`src/hdl/bpa_pkg.sv`:
```
// ----------------------------------------------------------------------------
// bpa_pkg
// Shared types and codes for the buddy page allocator: request and result
// transactions, the classified command between front and back, back states.
// ----------------------------------------------------------------------------
package bpa_pkg;

	// page space holds 2^PAGE_INDEX_BITS pages, matching the transaction fields
	localparam int PAGE_INDEX_BITS = 12;

	// request opcodes
	localparam logic OP_ALLOC = 1'b0;
	localparam logic OP_FREE  = 1'b1;

	// result status codes
	localparam logic [2:0] STAT_OK       = 3'd0;
	localparam logic [2:0] STAT_ZERO     = 3'd1;
	localparam logic [2:0] STAT_EXCEEDS  = 3'd2;
	localparam logic [2:0] STAT_NO_BLOCK = 3'd3;
	localparam logic [2:0] STAT_PAST_END = 3'd4;

	// rounded order of a 13-bit count fits in this many bits
	localparam int ORD_W = 4;

	typedef struct packed {
		logic        opcode;
		logic [12:0] page_count;
		logic [11:0] first_page;
	} bpa_req_t;

	typedef struct packed {
		logic [2:0]  status;
		logic [11:0] granted_page;
		logic [12:0] pages_free;
	} bpa_rsp_t;

	typedef enum logic [1:0] {
		CMD_REJECT,
		CMD_FREE,
		CMD_ALLOC
	} cmd_kind_t;

	typedef struct packed {
		cmd_kind_t        kind;
		logic [2:0]       rej_status;
		logic             big;
		logic [12:0]      count;
		logic [11:0]      first;
		logic [ORD_W-1:0] ord;
	} bpa_cmd_t;

	typedef enum logic [3:0] {
		BK_CLEAR,
		BK_IDLE,
		BK_RG_PICK,
		BK_PB_RD,
		BK_PB_WR,
		BK_SR_RD,
		BK_SR_CHK,
		BK_SP_RD,
		BK_SP_WR,
		BK_A_FIN,
		BK_DONE
	} back_state_t;

endpackage

```
`src/hdl/bpa_front.sv`:
```
// ----------------------------------------------------------------------------
// bpa_front
// Accepts request transactions and classifies them: zero count, range past
// end, oversize count, and the rounded order of an allocation.
// ----------------------------------------------------------------------------
module bpa_front (
	input  logic              start,
	input  logic              q_full,
	input  bpa_pkg::bpa_req_t req,
	output logic              push,
	output bpa_pkg::bpa_cmd_t cmd
);
	import bpa_pkg::*;

	localparam int PB = PAGE_INDEX_BITS;
	localparam int SW = (PB + 2 > 14) ? PB + 2 : 14;

	logic [SW-1:0]    range_end;
	logic [SW-1:0]    space;
	logic [12:0]      cnt_m1;
	logic [ORD_W-1:0] ord;

	assign push = start && !q_full;

	// range end against the page space
	assign range_end = SW'(req.first_page) + SW'(req.page_count);
	assign space     = SW'(1) << PB;

	// rounded-up order of the count
	always_comb begin
		cnt_m1 = req.page_count - 13'd1;
		ord    = '0;
		for (int i = 0; i < 13; i++) begin
			if (cnt_m1[i])
				ord = ORD_W'(i + 1);
		end
	end

	// classify
	always_comb begin
		cmd.kind       = CMD_ALLOC;
		cmd.rej_status = STAT_OK;
		cmd.big        = SW'(req.page_count) > space;
		cmd.count      = req.page_count;
		cmd.first      = req.first_page;
		cmd.ord        = (req.page_count == 13'd1) ? '0 : ord;
		if (req.page_count == 13'd0) begin
			cmd.kind       = CMD_REJECT;
			cmd.rej_status = STAT_ZERO;
		end else if (req.opcode == OP_FREE) begin
			if (range_end > space) begin
				cmd.kind       = CMD_REJECT;
				cmd.rej_status = STAT_PAST_END;
			end else begin
				cmd.kind = CMD_FREE;
			end
		end
	end

endmodule

```
`config.mk`:
```
export PLATFORM = sky130hd
export DESIGN_NAME = bpa_front
export DESIGN_NICKNAME = d
export VERILOG_FILES = /design/src/hdl/bpa_pkg.sv /design/src/hdl/bpa_front.sv
export SDC_FILE = /design/constraint.sdc
export NUM_CORES = 1
export LEC_CHECK = 0
export ABC_AREA = 1
export ABC_CLOCK_PERIOD_IN_PS = 7800
export BUFFER_PORTS_ARGS = -buffer_cell sky130_fd_sc_hd__buf_2
export CAP_MARGIN = 5
export CORE_UTILIZATION = 56
export DETAILED_ROUTE_END_ITERATION = 6
export GPL_ROUTABILITY_DRIVEN = 0
export PLACE_DENSITY = 0.9
export SYNTH_ARGS = -nofsm -noshare
export SYNTH_HDL_FRONTEND = slang
export SYNTH_SLANG_ARGS = --single-unit
```
`constraint.sdc`:
```
create_clock -name vclk -period 7.8
set_input_delay 2.34 -clock vclk [all_inputs]
set_output_delay 2.34 -clock vclk [all_outputs]
set_load 0.01 [all_outputs]
```
* After elaboration in Yosys (flattened, before gate mapping) *
Index checks and enable logic that the tools add are counted.

word-level totals
  register bits after elaboration = 0
  input bits = 28
  output and inout port bits = 36

cells by class
  reduce and logical (&&, ||, !) cells = 3
  equal/unequal tests = 1
  mux-type cells = 18
  add/subtract/negate cells = 2
  order comparisons = 2

operators by type and width
  cell                     count
  $mux W4                  12
  $add A12 B13 Y14         1
  $gt A14 B13 Y1 const B   1
  $eq A13 B1 Y1 const B    1
  $gt A13 B13 Y1 const B   1
  $logic_not A13 Y1        1
  $sub A13 B1 Y13 const B  1
  $mux W5                  2
  $mux W3                  1
  $mux W1                  2
  $mux W2                  1
  $logic_and A1 B1 Y1      1
  $logic_not A1 Y1         1

* Logic depth before layout (Yosys ltp) *
  word-level depth = 15
  depth in mapped cells = 16

* Worst setup path after synthesis *
Ideal clock, no wire load.

  path kind = input to output
  from = in req[0] in the netlist's numbering
  to = out cmd[33] in the netlist's numbering
  setup slack = 1.573 ns
  data arrival time = 3.887 ns
  stages = 14
  path through = ha_1 > inv_1 > fa_1 > inv_1 > nand3_1 > nand2_2 > nand2_1 > nand2_1 > nand2_1 > nand3_1 > nand2_1 > nor2_1 > nand3_1 > a21oi_1

RTL lines
  what             line             text
  start, declared  bpa_front.sv:9   input bpa_pkg::bpa_req_t req,
  end, declared    bpa_front.sv:11  output bpa_pkg::bpa_cmd_t cmd

==> impl_metrics.csv <==
group,metric,value,unit
outcome,status,"finished clean",
die,design.core.area,2540,µm²
power_and_ir_drop,seqPwrFrac,0,
drt,num_vias,1756,
worst_setup_path,cp_max_fo,4,
worst_setup_path,cp.arrival,4230,ps
global_route,antenna_found_initial,0,
timing,period_share,0.842,
placement,placedInstanceArea,1700,µm²
timing,final_max_slew_viol_count,0,
logic_synthesis,syn-num-nets,331,
power_and_ir_drop,pwr_density_cell,60.5,nW/µm²
power_and_ir_drop,p_sw,63.6,µW
drt,drt_pre_antenna_iters,4,
flow_run,cap_violations,0,
finish,fin_nets,370,
power_and_ir_drop,pwr-share-clk,0,
finish,ff_latch_area,0,µm²
worst_setup_path,required,5460,ps
drt,route.detailed.drc,0,
power_and_ir_drop,p_comb_frac,1.000,
finish,final_common_cell,"nand2_1",
clocking,cts_hold_buffers,0,
clocking,postCtsSetupBuffers,0,
die,die_x,54.5,µm
worst_setup_path,end_kind,"output port",
clocking,postCtsResizedCells,0,
worst_setup_path,startpoint,"req[12]",
placement,place_hpwl,3210,µm
global_route,grt_max_degree,8,
worst_setup_path,slowest_stage,"fa_1",
timing,setup-tns-final,0,ps
placement,port-buffer-count,63,
timing,min_period,6570,ps
logic_synthesis,syn_inst,286,
power_and_ir_drop,p_leak,0.00108,µW
drt,drtIter0Drc,42,
logic_synthesis,yosysWarnings,0,
worst_setup_path,worstPathCellList,"buf_2 > ha_1 > inv_1 > fa_1 > inv_1 > nand3_1 > nand2_2 > nand2_1 > nand2_1 > nand2_1 > nand3_1 > nand2_1 > nor2_1 > nand3_1 > a21oi_1 > buf_2",
die,die-area,2970,µm²
global_route,grt_overflow,0,
logic_synthesis,syn_area_per_cell,5.40,µm²
worst_setup_path,startpoint_type,"input port",
worst_setup_path,slowest_delay,400,ps
finish,drive_gt1_frac,0.257,
drt,wl,3610,µm
die,start_util,0.607,
finish,area_growth,10.2,%
logic_synthesis,synth_seq_area_share,0,
logic_synthesis,synth.distinct_cells,31,
global_route,grt_pass1_vias,1477,
die,ios,64,
power_and_ir_drop,p_sw_frac,0.618,
worst_hold_path,min-delay-start,"req[8]",
global_route,grt_usage,0.256,
finish,final_cell_mix,"nand2_1, buf_2, inv_1",
finish,design_area,1700,µm²
timing,setup_viol_count_final,0,
logic_synthesis,syn_area,1550,µm²
worst_hold_path,hold_class,"in2out",
timing,final_hold_viol_count,0,
die,die_h,54.5,µm
die,num_rows,18,
timing,grt_setup_unrepaired,"false",
drt,viasPerCell,4.97,
worst_setup_path,critical_path_class,"in2out",
power_and_ir_drop,max-vdd-ir-drop,0.0000375,V
power_and_ir_drop,internal_power,39.3,µW
timing,fmax,0.152,GHz
finish,nClkBuffers,0,
global_route,grt_pass1_wl,5740,µm
drt,ant_nets,0,
drt,avgRoutedWirePerCell,10.2,µm
worst_setup_path,critPathMostFrequentCell,"nand2_1",
finish,n_antenna_cell,0,
finish,flops_and_latches,0,
## cell usage after synthesis
library cell,number,area (µm²)
conb_1,1,3.75
nor3_4,1,16.3
nor2_2,4,25.0
a21oi_1,6,30.0
nand3_1,22,110
nand2_2,3,18.8
nor2_4,1,11.3
xnor2_1,2,17.5
nor3b_1,1,7.51
nor3_2,2,20.0
and2_1,1,6.26
nand3_2,2,20.0
inv_1,49,184
o21bai_1,1,7.51
ha_1,16,200
nor2_1,30,113
fa_1,1,20.0
nand3b_1,2,15.0
xor2_2,2,32.5
a31oi_1,2,12.5
o22ai_1,1,6.26
nand2_1,90,338
a21oi_2,2,17.5
buf_4,26,195
inv_2,2,7.51
nand4_1,6,37.5
nand2_4,1,11.3
nor3_1,2,10.0
or2_1,1,6.26
o21ai_1,2,10.0
xor2_1,4,35.0
## kinds of logic after synthesis
logic type      Yosys count  synth area share
compound gates           14            0.0543
xor+xnor                  8            0.0551
fa+ha+maj                17             0.143
buf+inv                  77             0.250
other cells               1           0.00243
simple gates            169             0.496
## cell type report
type               count  area, µm²
inverters             51        191
fillers              266        842
multi-input cells    209       1160
well taps             30       37.5
repair buffers        63        315
## power groups by stage
stage / clock network (µW) / registers (µW) / logic, µW
floorplan: 0 / 0 / 78.5
global placement: 0 / 0 / 99.6
detailed placement: 0 / 0 / 102
CTS: 0 / 0 / 102
global route: 0 / 0 / 117
finish: 0 / 0 / 103
## worst max-delay path: cells and delay by family
kind	cells	cell delay, ps
AND/OR/NAND/NOR	9	770
AO/OA/AOI/OAI	1	130
adder cells (fa/ha/maj)	2	590
buffers and inverters	4	400
## final timing paths
kind | endpoint | slack (ps) | cells past startpoint
hold / removal | cmd[12] | 4880 | 2
setup / recovery | cmd[33] | 1230 | 16
## per-layer routing
metal | track usage | vias to the layer above | share of wire
li1 | - | 934 | -
met1 | 0.304 | 737 | 0.45
met2 | 0.494 | 77 | 0.46
met3 | 0.0111 | 8 | 0.067
met4 | 0.0598 | 0 | 0.018
met5 | 0 | - | 0
## stage by stage
stage	utilization	hold slack (ps)	power [µW]	setup WS, ps	std cells
after floorplan	-	4720	78.5	1570	286
after global placement	0.669	4880	99.6	1330	353
after detailed placement	0.669	4880	102	1260	353
after CTS	0.669	4880	102	1260	353
after global routing	0.669	4890	117	1030	353
final	0.669	4880	103	1230	353
Power figures use the tool's default switching activity.
