### src/hdl/bpa_pkg.sv
// ----------------------------------------------------------------------------
// bpa_pkg
// Shared types and codes for the buddy page allocator: request and result
// transactions, the classified command between front and back, back states.
// ----------------------------------------------------------------------------
package bpa_pkg;

	// page space holds 2^PAGE_INDEX_BITS pages, matching the transaction fields
	localparam int PAGE_INDEX_BITS = 12;

	// request opcodes
	localparam logic OP_ALLOC = 1'b0;
	localparam logic OP_FREE  = 1'b1;

	// result status codes
	localparam logic [2:0] STAT_OK       = 3'd0;
	localparam logic [2:0] STAT_ZERO     = 3'd1;
	localparam logic [2:0] STAT_EXCEEDS  = 3'd2;
	localparam logic [2:0] STAT_NO_BLOCK = 3'd3;
	localparam logic [2:0] STAT_PAST_END = 3'd4;

	// rounded order of a 13-bit count fits in this many bits
	localparam int ORD_W = 4;

	typedef struct packed {
		logic        opcode;
		logic [12:0] page_count;
		logic [11:0] first_page;
	} bpa_req_t;

	typedef struct packed {
		logic [2:0]  status;
		logic [11:0] granted_page;
		logic [12:0] pages_free;
	} bpa_rsp_t;

	typedef enum logic [1:0] {
		CMD_REJECT,
		CMD_FREE,
		CMD_ALLOC
	} cmd_kind_t;

	typedef struct packed {
		cmd_kind_t        kind;
		logic [2:0]       rej_status;
		logic             big;
		logic [12:0]      count;
		logic [11:0]      first;
		logic [ORD_W-1:0] ord;
	} bpa_cmd_t;

	typedef enum logic [3:0] {
		BK_CLEAR,
		BK_IDLE,
		BK_RG_PICK,
		BK_PB_RD,
		BK_PB_WR,
		BK_SR_RD,
		BK_SR_CHK,
		BK_SP_RD,
		BK_SP_WR,
		BK_A_FIN,
		BK_DONE
	} back_state_t;

endpackage

### src/hdl/bpa_queue.sv
// ----------------------------------------------------------------------------
// bpa_queue
// Two-entry command queue between the front and the back.
// ----------------------------------------------------------------------------
module bpa_queue (
	input  logic              clk,
	input  logic              arst_n,
	input  logic              push,
	input  bpa_pkg::bpa_cmd_t push_cmd,
	input  logic              pop,
	output bpa_pkg::bpa_cmd_t head,
	output logic              empty,
	output logic              full
);
	import bpa_pkg::*;

	bpa_cmd_t   entry_q [2];
	logic       wr_ptr_q;
	logic       rd_ptr_q;
	logic [1:0] fill_q;

	assign empty = (fill_q == 2'd0);
	assign full  = (fill_q == 2'd2);
	assign head  = entry_q[rd_ptr_q];

	// pointers and fill level
	always_ff @(posedge clk or negedge arst_n) begin
		if (!arst_n) begin
			wr_ptr_q <= 1'b0;
			rd_ptr_q <= 1'b0;
			fill_q   <= 2'd0;
		end else begin
			if (push)
				wr_ptr_q <= !wr_ptr_q;
			if (pop)
				rd_ptr_q <= !rd_ptr_q;
			if (push && !pop)
				fill_q <= fill_q + 2'd1;
			else if (pop && !push)
				fill_q <= fill_q - 2'd1;
		end
	end

	// storage
	always_ff @(posedge clk) begin
		if (push)
			entry_q[wr_ptr_q] <= push_cmd;
	end

endmodule

### config.mk
export PLATFORM = sky130hd
export DESIGN_NAME = bpa_queue
export DESIGN_NICKNAME = d
export VERILOG_FILES = /design/src/hdl/bpa_pkg.sv /design/src/hdl/bpa_queue.sv
export SDC_FILE = /design/constraint.sdc
export NUM_CORES = 1
export LEC_CHECK = 0
export ABC_AREA = 0
export BUFFER_PORTS_ARGS = -buffer_cell sky130_fd_sc_hd__buf_2
export CORE_MARGIN = 5
export CORE_UTILIZATION = 40
export DETAILED_ROUTE_END_ITERATION = 12
export GPL_TIMING_DRIVEN = 0
export PLACE_DENSITY = 0.69
export SLEW_MARGIN = 20
export SYNTH_ARGS = -nofsm -noshare
export SYNTH_HDL_FRONTEND = slang
export SYNTH_SLANG_ARGS = --single-unit
### constraint.sdc
create_clock -name clk -period 2.7 [get_ports clk]
set_input_delay 0.81 -clock clk [delete_from_list [all_inputs] [get_ports clk]]
set_output_delay 0.81 -clock clk [all_outputs]
set_load 0.01 [all_outputs]
After elaboration in Yosys (flattened, before gate mapping)
Memories as Yosys holds them, arrays and structs flattened.
Index checks and enable logic that the tools add are counted.
{ "op_classes": {"mux": 4, "n_eq_ne": 1, "add_sub_neg": 2, "reduce_logical": 8} }
{ "ops": {"columns": ["cell", "n"], "rows": [
  ["logical NOT 1 bit", 4],
  ["two-way mux 2 bit", 2],
  ["adder 2 x 1 -> 2 bit (second input constant)", 1],
  ["equality test 2 bit (second input constant)", 1],
  ["logical AND 1 bit", 2],
  ["logical NOT 2 bit", 1],
  ["two-way mux 1 bit", 2],
  ["nonzero test 2 bit", 1],
  ["subtractor 2 x 1 -> 2 bit (second input constant)", 1]
]} }
{ "totals": {"regBits": 4, "memories": 1, "ram_bits": 70, "word_cells": 19, "output_inout_bits": 37} }
{ "memory_table": {"columns": ["memory", "words", "word_bits", "read_ports", "rd_clocked_by_memory_dff", "wr", "line", "text"], "rows": [
  ["entry_q", 2, 35, 1, 0, 1, "bpa_queue.sv:17", "bpa_cmd_t entry_q [2];"]
]} }

Logic depth before layout (Yosys ltp)
Gate-level depths: netlist of run 1.
{ "depth": {"word_depth": 4, "mapped_depth": 5} }

Worst setup path after synthesis of run 1
OpenSTA, ideal clock, no wires.
{ "synth_timing": {"path_kind": "in2reg", "from": "input push", "to": "memory entry_q[0][0] (netlist bit), enable pin", "arrival_time_ps": 2386, "cell_stages": 1, "setup_slack_ps": -117, "path_cell_list": "nor2b_1"} }
{ "synth_between": {"elab_chain_len": 2} }
{ "synth_rtl": {"columns": ["element", "line", "text"], "rows": [
  ["start, declared", "bpa_queue.sv:8", "input logic push,"],
  ["two-way mux 1 bit", "bpa_queue.sv:46", "if (push)"],
  ["two-way mux 1 bit (implied by the code)", "bpa_queue.sv:47", "entry_q[wr_ptr_q] <= push_cmd;"],
  ["end, declared", "bpa_queue.sv:17", null]
]} }
No other way between the ends.

==> results.toml, run 1 <==
[critical_path]
cp_data_arrival_time_ns = 1.47
critPathBufInv = 3
slowest_delay_ns = 0.38
path_cells = "buf_6 -> buf_12 -> mux2_4 -> buf_2"
crit_fanout = 10
endpoint_kind = "primary output"
crit_path_start_kind = "flop"
worstPathRequired_ns = 1.89
critPathTopFamily = "buffers and inverters"
cp_slowest_cell = "dfrtp_1"
worstSetupPathType = "flop to primary output"

[global_routing]
grt_pass1_wl_microns = 7130
antenna_found_initial = 0
gr-total-overflow = 0
grt_pass1_vias = 1495
grt_start_max_net_pins = 28
grt_usage_pct = 11.0

[yosys]
synth-simple-area-share_pct = 0.918
yosysSeqAreaShare_pct = 76.9
yosys_warnings = 0
yosysTopAreaCell = "edfxtp_1"
synth_top_family_by_area = "multiplexers"
synth-seq-cells = 74
synth.area.mux_share_pct = 17.6
synth_cell_types = 13
netlist_area_sq_um = 2860
synth_nets = 165
yosys.area_share.adder_pct = 0.437
yosys.area.top_type_share_pct = 73.4
synth_compound_area_share_pct = 0
yosys.area_share.xor_xnor_pct = 1.53
synth_cells = 125
ys_top_cells_by_area = "edfxtp_1 (73%), mux2_4 (15%), dfrtp_1 (3.5%)"
synth_area_per_cell_sq_um = 22.9

[sta]
hold_violations = 0
worst_slew_pin_slew_ns = 0.670
slew_headroom_pct = 55.3
fmax_mhz = 439
period_needed_ns = 2.28
slew_viol_final = 0
fin_worst_skew_ns = 0.00523
rsz0062_at_grt = "no"
fin_crit_sh_pct = 84.4
setup_tns_ns = 0
setup_viol = 0

[clock_tree]
clkLatencyLatePin_ns = 0.34
numCtsBuffers = 9
root_buffer = "clkbuf_8"
clock_sinks = 74
cts_tree = "built"
htreeDepth = 3
ctsHoldBuffers = 0
postCtsSetupBuffers = 0
post_cts_resized = 0
clockBufferDepth = 2
clk_pin_slew_ns = 0.08

[finish]
finalCoreUtilization_pct = 52.5
fillerInstances = 567
area_growth_pct = 26.0
final_cell_mix = "buf_2 (75), edfxtp_1 (70), mux2_4 (29), clkbuf_8 (9), mux2_2 (6)"
final_nets = 253
regArea_sq_um = 2200
multi_input_area_sq_um = 594
final_common_cell = "buf_2"
diodes = 0
drive_gt1_share_pct = 61.0

[routing]
antenna_left = 0
routed_wl_microns = 4660
drtPass1Iterations = 4
wl_per_cell_microns = 14.8
route.detailed.drc = 0
avgViaCountPerCell = 4.50
drtIter0Drc = 29
num_vias = 1413

[die]
core-area_sq_um = 6870
dieWidth_microns = 94.6
fp.dieArea_sq_um = 8950
num_rows = 30
initial_core_util_pct = 41.7
ios = 76
die_h_microns = 94.6

[placed_design]
hpwl_microns = 3270
numPortBuffers = 75
gp_congestion = 0.633

[power_and_ir_drop]
clkPwrFrac_pct = 22.0
power_density_nw_per_um2 = 1020
intPower_mw = 2.64
seqPwrFrac_pct = 43.4
switchingPower_mw = 1.04
irDropWorstVdd_v = 0.000488
swShare_pct = 28.3
total_leakage_power_nw = 1.46
comb_power_share_pct = 34.6

[hold_path]
hp-class = "primary input to asynchronous set/reset pin"

[flow_run]
drv_cap = 0

[status]
status = "finished, final reports clean"
==> metal layers <==
layer	track usage (%)	up-vias	share of wire (%)
met5	0	-	0
met2	17.3	59	47
met3	3.98	13	8.7
li1	-	664	-
met4	6.85	0	2.6
met1	12.7	677	41
==> path summary, 6_finish.rpt <==
| kind | from | endpoint | slack [ns] | cells after the start |
|---|---|---|---|---|
| min | arst_n | fill_q[1] | 0.27 | 1 |
| max | rd_ptr_q | head[13] | 0.42 | 4 |
| min in group clk | fill_q[1] | fill_q[1] | 0.51 | 1 |
| max in group asynchronous | arst_n | wr_ptr_q | 2.29 | 1 |
| min reg2reg | fill_q[1] | fill_q[1] | 0.51 | 1 |
| max reg2reg | wr_ptr_q | entry_q[0][29] | 1.18 | 2 |
==> synth_stat cells <==
cell type / instances
nor2_1: 2
mux2_2: 6
xor2_1: 4
dfrtp_1: 4
buf_6: 1
edfxtp_1: 70
nor2b_1: 2
ha_1: 1
buf_12: 3
mux2_4: 29
xnor2_1: 1
inv_1: 1
and2_1: 1
==> per-stage QoR <==
| stage | power [mW] | setup slack, ns | hold slack, ns | area, sq um | std cells |
|---|---|---|---|---|---|
| after floorplan | 2.49 | 0.533 | 0.456 | 2870 | 125 |
| after CTS | 3.75 | 0.385 | 0.256 | 3610 | 314 |
| after global routing | 3.88 | 0.361 | 0.258 | 3610 | 314 |
| after global placement | 2.87 | -0.140 | 0.471 | 3360 | 296 |
| final | 3.69 | 0.422 | 0.271 | 3610 | 314 |
| after detailed placement | 2.93 | 0.613 | 0.496 | 3410 | 298 |
==> power groups by stage <==
stage | registers (mW) | logic (mW) | clock network, mW
finish | 1.60 | 1.27 | 0.813
global route | 1.62 | 1.37 | 0.889
CTS | 1.60 | 1.31 | 0.840
detailed placement | 1.63 | 1.31 | 0
global placement | 1.62 | 1.25 | 0
floorplan | 1.61 | 0.882 | 0
==> sequential cells by signal, indices dropped and copies added, names as in the netlist <==
register  flops
entry_q      70
wr_ptr_q      1
rd_ptr_q      1
fill_q        2
==> worst reg2reg max path: stages (launching register included) <==
cell	delay (ns)
dfrtp_1	0.43
nor2b_4	0.57
buf_16	0.23
==> area by class of cell <==
cell class | instances | area share, %
clock inverters | 7 | 1.91
well taps | 96 | 3.33
clock buffers | 9 | 3.43
repair buffers | 77 | 11.7
inverters | 1 | 0.104
plain buffers | 4 | 1.98
multi-input cells | 46 | 16.5
flip-flops and latches | 74 | 61.0
==> cells by family after synthesis <==
family / after synthesis
multiplexers: 35
XOR/XNOR: 5
AND/OR/NAND/NOR: 5
buffers and inverters: 5
adder cells (fa/ha/maj): 1
flip-flops: 74
No activity file was read; power rests on OpenSTA's default activity.
==> run 2: changes to the inputs <==
--- a/config.mk
+++ b/config.mk
@@ -5,7 +5,7 @@
 export SDC_FILE = /design/constraint.sdc
 export NUM_CORES = 1
 export LEC_CHECK = 0
-export ABC_AREA = 0
+export ABC_AREA = 1
 export BUFFER_PORTS_ARGS = -buffer_cell sky130_fd_sc_hd__buf_2
 export CORE_MARGIN = 5
 export CORE_UTILIZATION = 40
==> constraint.sdc (replaced) <==
create_clock -name clk -period 2.2 [get_ports clk]
set_input_delay 0.66 -clock clk [delete_from_list [all_inputs] [get_ports clk]]
set_output_delay 0.66 -clock clk [all_outputs]
set_load 0.01 [all_outputs]
==> run 2 against run 1 <==
Net effect: cell count increased by 3.5%; routed wire length up 6.0%; clock-buffer cell count rose by 1; critical path type unchanged; largest cell class unchanged; sequential cell count unchanged; die area up 0.62%; power up 21%.
==> results.toml, run 2 <==
[power_and_ir_drop]
irDropWorstVdd_v = 0.000546
power_mw = 4.47
total_leakage_power_nw = 1.48
power_density_nw_per_um2 = 1240

[placed_design]
hpwl_microns = 3550
numPortBuffers = 75
gp_congestion = 0.620
dp_cells = 310
post-place-ws_ns = 0.219

[die]
num_rows = 31
die_h_microns = 94.9
dieWidth_microns = 94.9
initial_core_util_pct = 40.4
core-area_sq_um = 7140
fp.dieArea_sq_um = 9010
ios = 76

[routing]
drtPass1Iterations = 4
drtIter0Drc = 30
route.detailed.drc = 0
routed_wl_microns = 4940
antenna_left = 0
num_vias = 1448
avgViaCountPerCell = 4.46
wl_per_cell_microns = 15.2

[critical_path]
cp_slowest_cell = "dfrtp_1"
slowest_delay_ns = 0.37
crit_path_start_kind = "flop"
worstPathRequired_ns = 1.54
path_cells = "buf_6 -> buf_12 -> mux2_4 -> buf_2"
worstSetupPathType = "flop to primary output"
crit_fanout = 10
cp_data_arrival_time_ns = 1.44
endpoint_kind = "primary output"

[sta]
hold_violations = 0
fin_worst_skew_ns = 0.00415
worst_slew_pin_slew_ns = 0.721
setup_ws_ns = 0.0958
setup_viol = 0
rsz0062_at_grt = "no"
slew_headroom_pct = 51.8
period_needed_ns = 2.10
fin_crit_sh_pct = 95.6
fmax_mhz = 475
slew_viol_final = 0

[yosys]
synth_area_per_cell_sq_um = 21.5
yosysTopAreaCell = "edfxtp_1"
synth_nets = 174
yosys.area_share.xor_xnor_pct = 0.911
yosysSeqAreaShare_pct = 76.4
synth_common_cells = "edfxtp_1 (70), mux2_4 (29), inv_1 (7)"
ys_top_cells_by_area = "edfxtp_1 (73%), mux2_4 (15%), dfrtp_1 (3.5%)"
synth-edff-count = 70
synthArstFlopShare_pct = 5.41
yosysMostFrequentCell = "edfxtp_1"
yosys_warnings = 0
yosys.area.top_type_share_pct = 72.9
synth_compound_area_share_pct = 0
synth.area.mux_share_pct = 17.4
netlist_area_sq_um = 2880
synth_top_family_by_area = "multiplexers"
synth_cells = 134
yosys.area_share.adder_pct = 0.434
synthFlopType = "edfxtp_1"
synth_cell_types = 14
synth-seq-cells = 74
synth-simple-area-share_pct = 1.43

[finish]
fin_cells = 325
drive_gt1_share_pct = 57.1
area_growth_pct = 25.3
largest_reg_flops = 70
largest_registers = "entry_q: 70 flops, fill_q: 2 flops"
diodes = 0
final_cell_mix = "buf_2 (75), edfxtp_1 (70), mux2_4 (29), clkbuf_8 (9)"
final_nets = 262
finalCoreUtilization_pct = 50.6
final_common_cell = "buf_2"
regMostFlops = "entry_q"

[clock_tree]
ctsHoldBuffers = 0
post_cts_resized = 0
cts_tree = "built"
postCtsSetupBuffers = 0
clkLatencyLatePin_ns = 0.33
clockBufferDepth = 2
numCtsBuffers = 9
root_buffer = "clkbuf_8"
htreeDepth = 3
clk_pin_slew_ns = 0.06
clock_sinks = 74

[hold_path]
hp-class = "primary input to asynchronous set/reset pin"

[global_routing]
grt_start_max_net_pins = 29
gr-total-overflow = 0
grt_pass1_vias = 1560
antenna_found_initial = 0
grt_usage_pct = 11.8
grt_pass1_wl_microns = 7730

[flow_run]
drv_cap = 0

[status]
status = "finished, final reports clean"
run 2: changes by cell type after synthesis:
cell,change
and2_1,-1
inv_1,+6
nand2_1,+5
nand3_1,+1
nand4_1,+1
nor2_1,+1
nor2b_1,-2
xor2_1,-2
run 2: final cells by class:
type                       instances  area, sq um
inverter                           7         26.3
tap                               99          124
fill                             641         3530
timing repair buffer              77          423
clock buffer                      10          128
buffer                             4         71.3
multi-input combinational         49          591
sequential                        74         2200
clock inverter                     5         46.3
run 2: worst max-delay path: cells and delay by family (launching register included):
kind,cells,cell delay (ns)
buffers and inverters,3,0.46
flip-flops,1,0.37
multiplexers,1,0.29
run 2: kinds of logic (layout without fill, tap and decap cells):
family,count (synthesis),count (layout)
muxes,35,35
and+or+nand+nor,10,10
xor gates and xnor gates,3,3
buffers and inverters,11,103
DFF,74,74
adders and majority gates,1,1
run 2: metrics by stage:
stage / cell area, sq um / hold WS [ns] / setup TNS (ns)
final: 3610 / 0.127 / 0
after global routing: 3610 / 0.115 / 0
after CTS: 3610 / 0.107 / 0
after detailed placement: 3440 / 0.473 / 0
after global placement: 3380 / 0.470 / -22.21
after floorplan: 2890 / 0.364 / 0
run 2: metal layers:
metal | part of all wire [%] | track usage [%]
met5 | 0 | 0
met4 | 1.2 | 7.21
met3 | 7.7 | 2.87
met2 | 51 | 19.5
met1 | 40 | 13.8
run 2: final timing paths:
check                      slack (ns)          from        endpoint  cells after the start
max in group asynchronous        1.95        arst_n        rd_ptr_q                      1
max reg2reg                      0.65      wr_ptr_q   entry_q[0][9]                      2
min in group clk                 0.52  push_cmd[30]  entry_q[1][30]                      1
min                              0.13        arst_n        wr_ptr_q                      1
max                               0.1      rd_ptr_q        head[18]                      4
min reg2reg                      0.54     fill_q[1]       fill_q[1]                      2
run 2: power by group:
| group | internal (mW) | leakage, nW | switching [mW] |
|---|---|---|---|
| registers | 1.87 | 0.704 | 0.0911 |
| clock network | 0.504 | 0.0886 | 0.428 |
| logic | 0.846 | 0.690 | 0.731 |
| total | 3.23 | 1.48 | 1.25 |
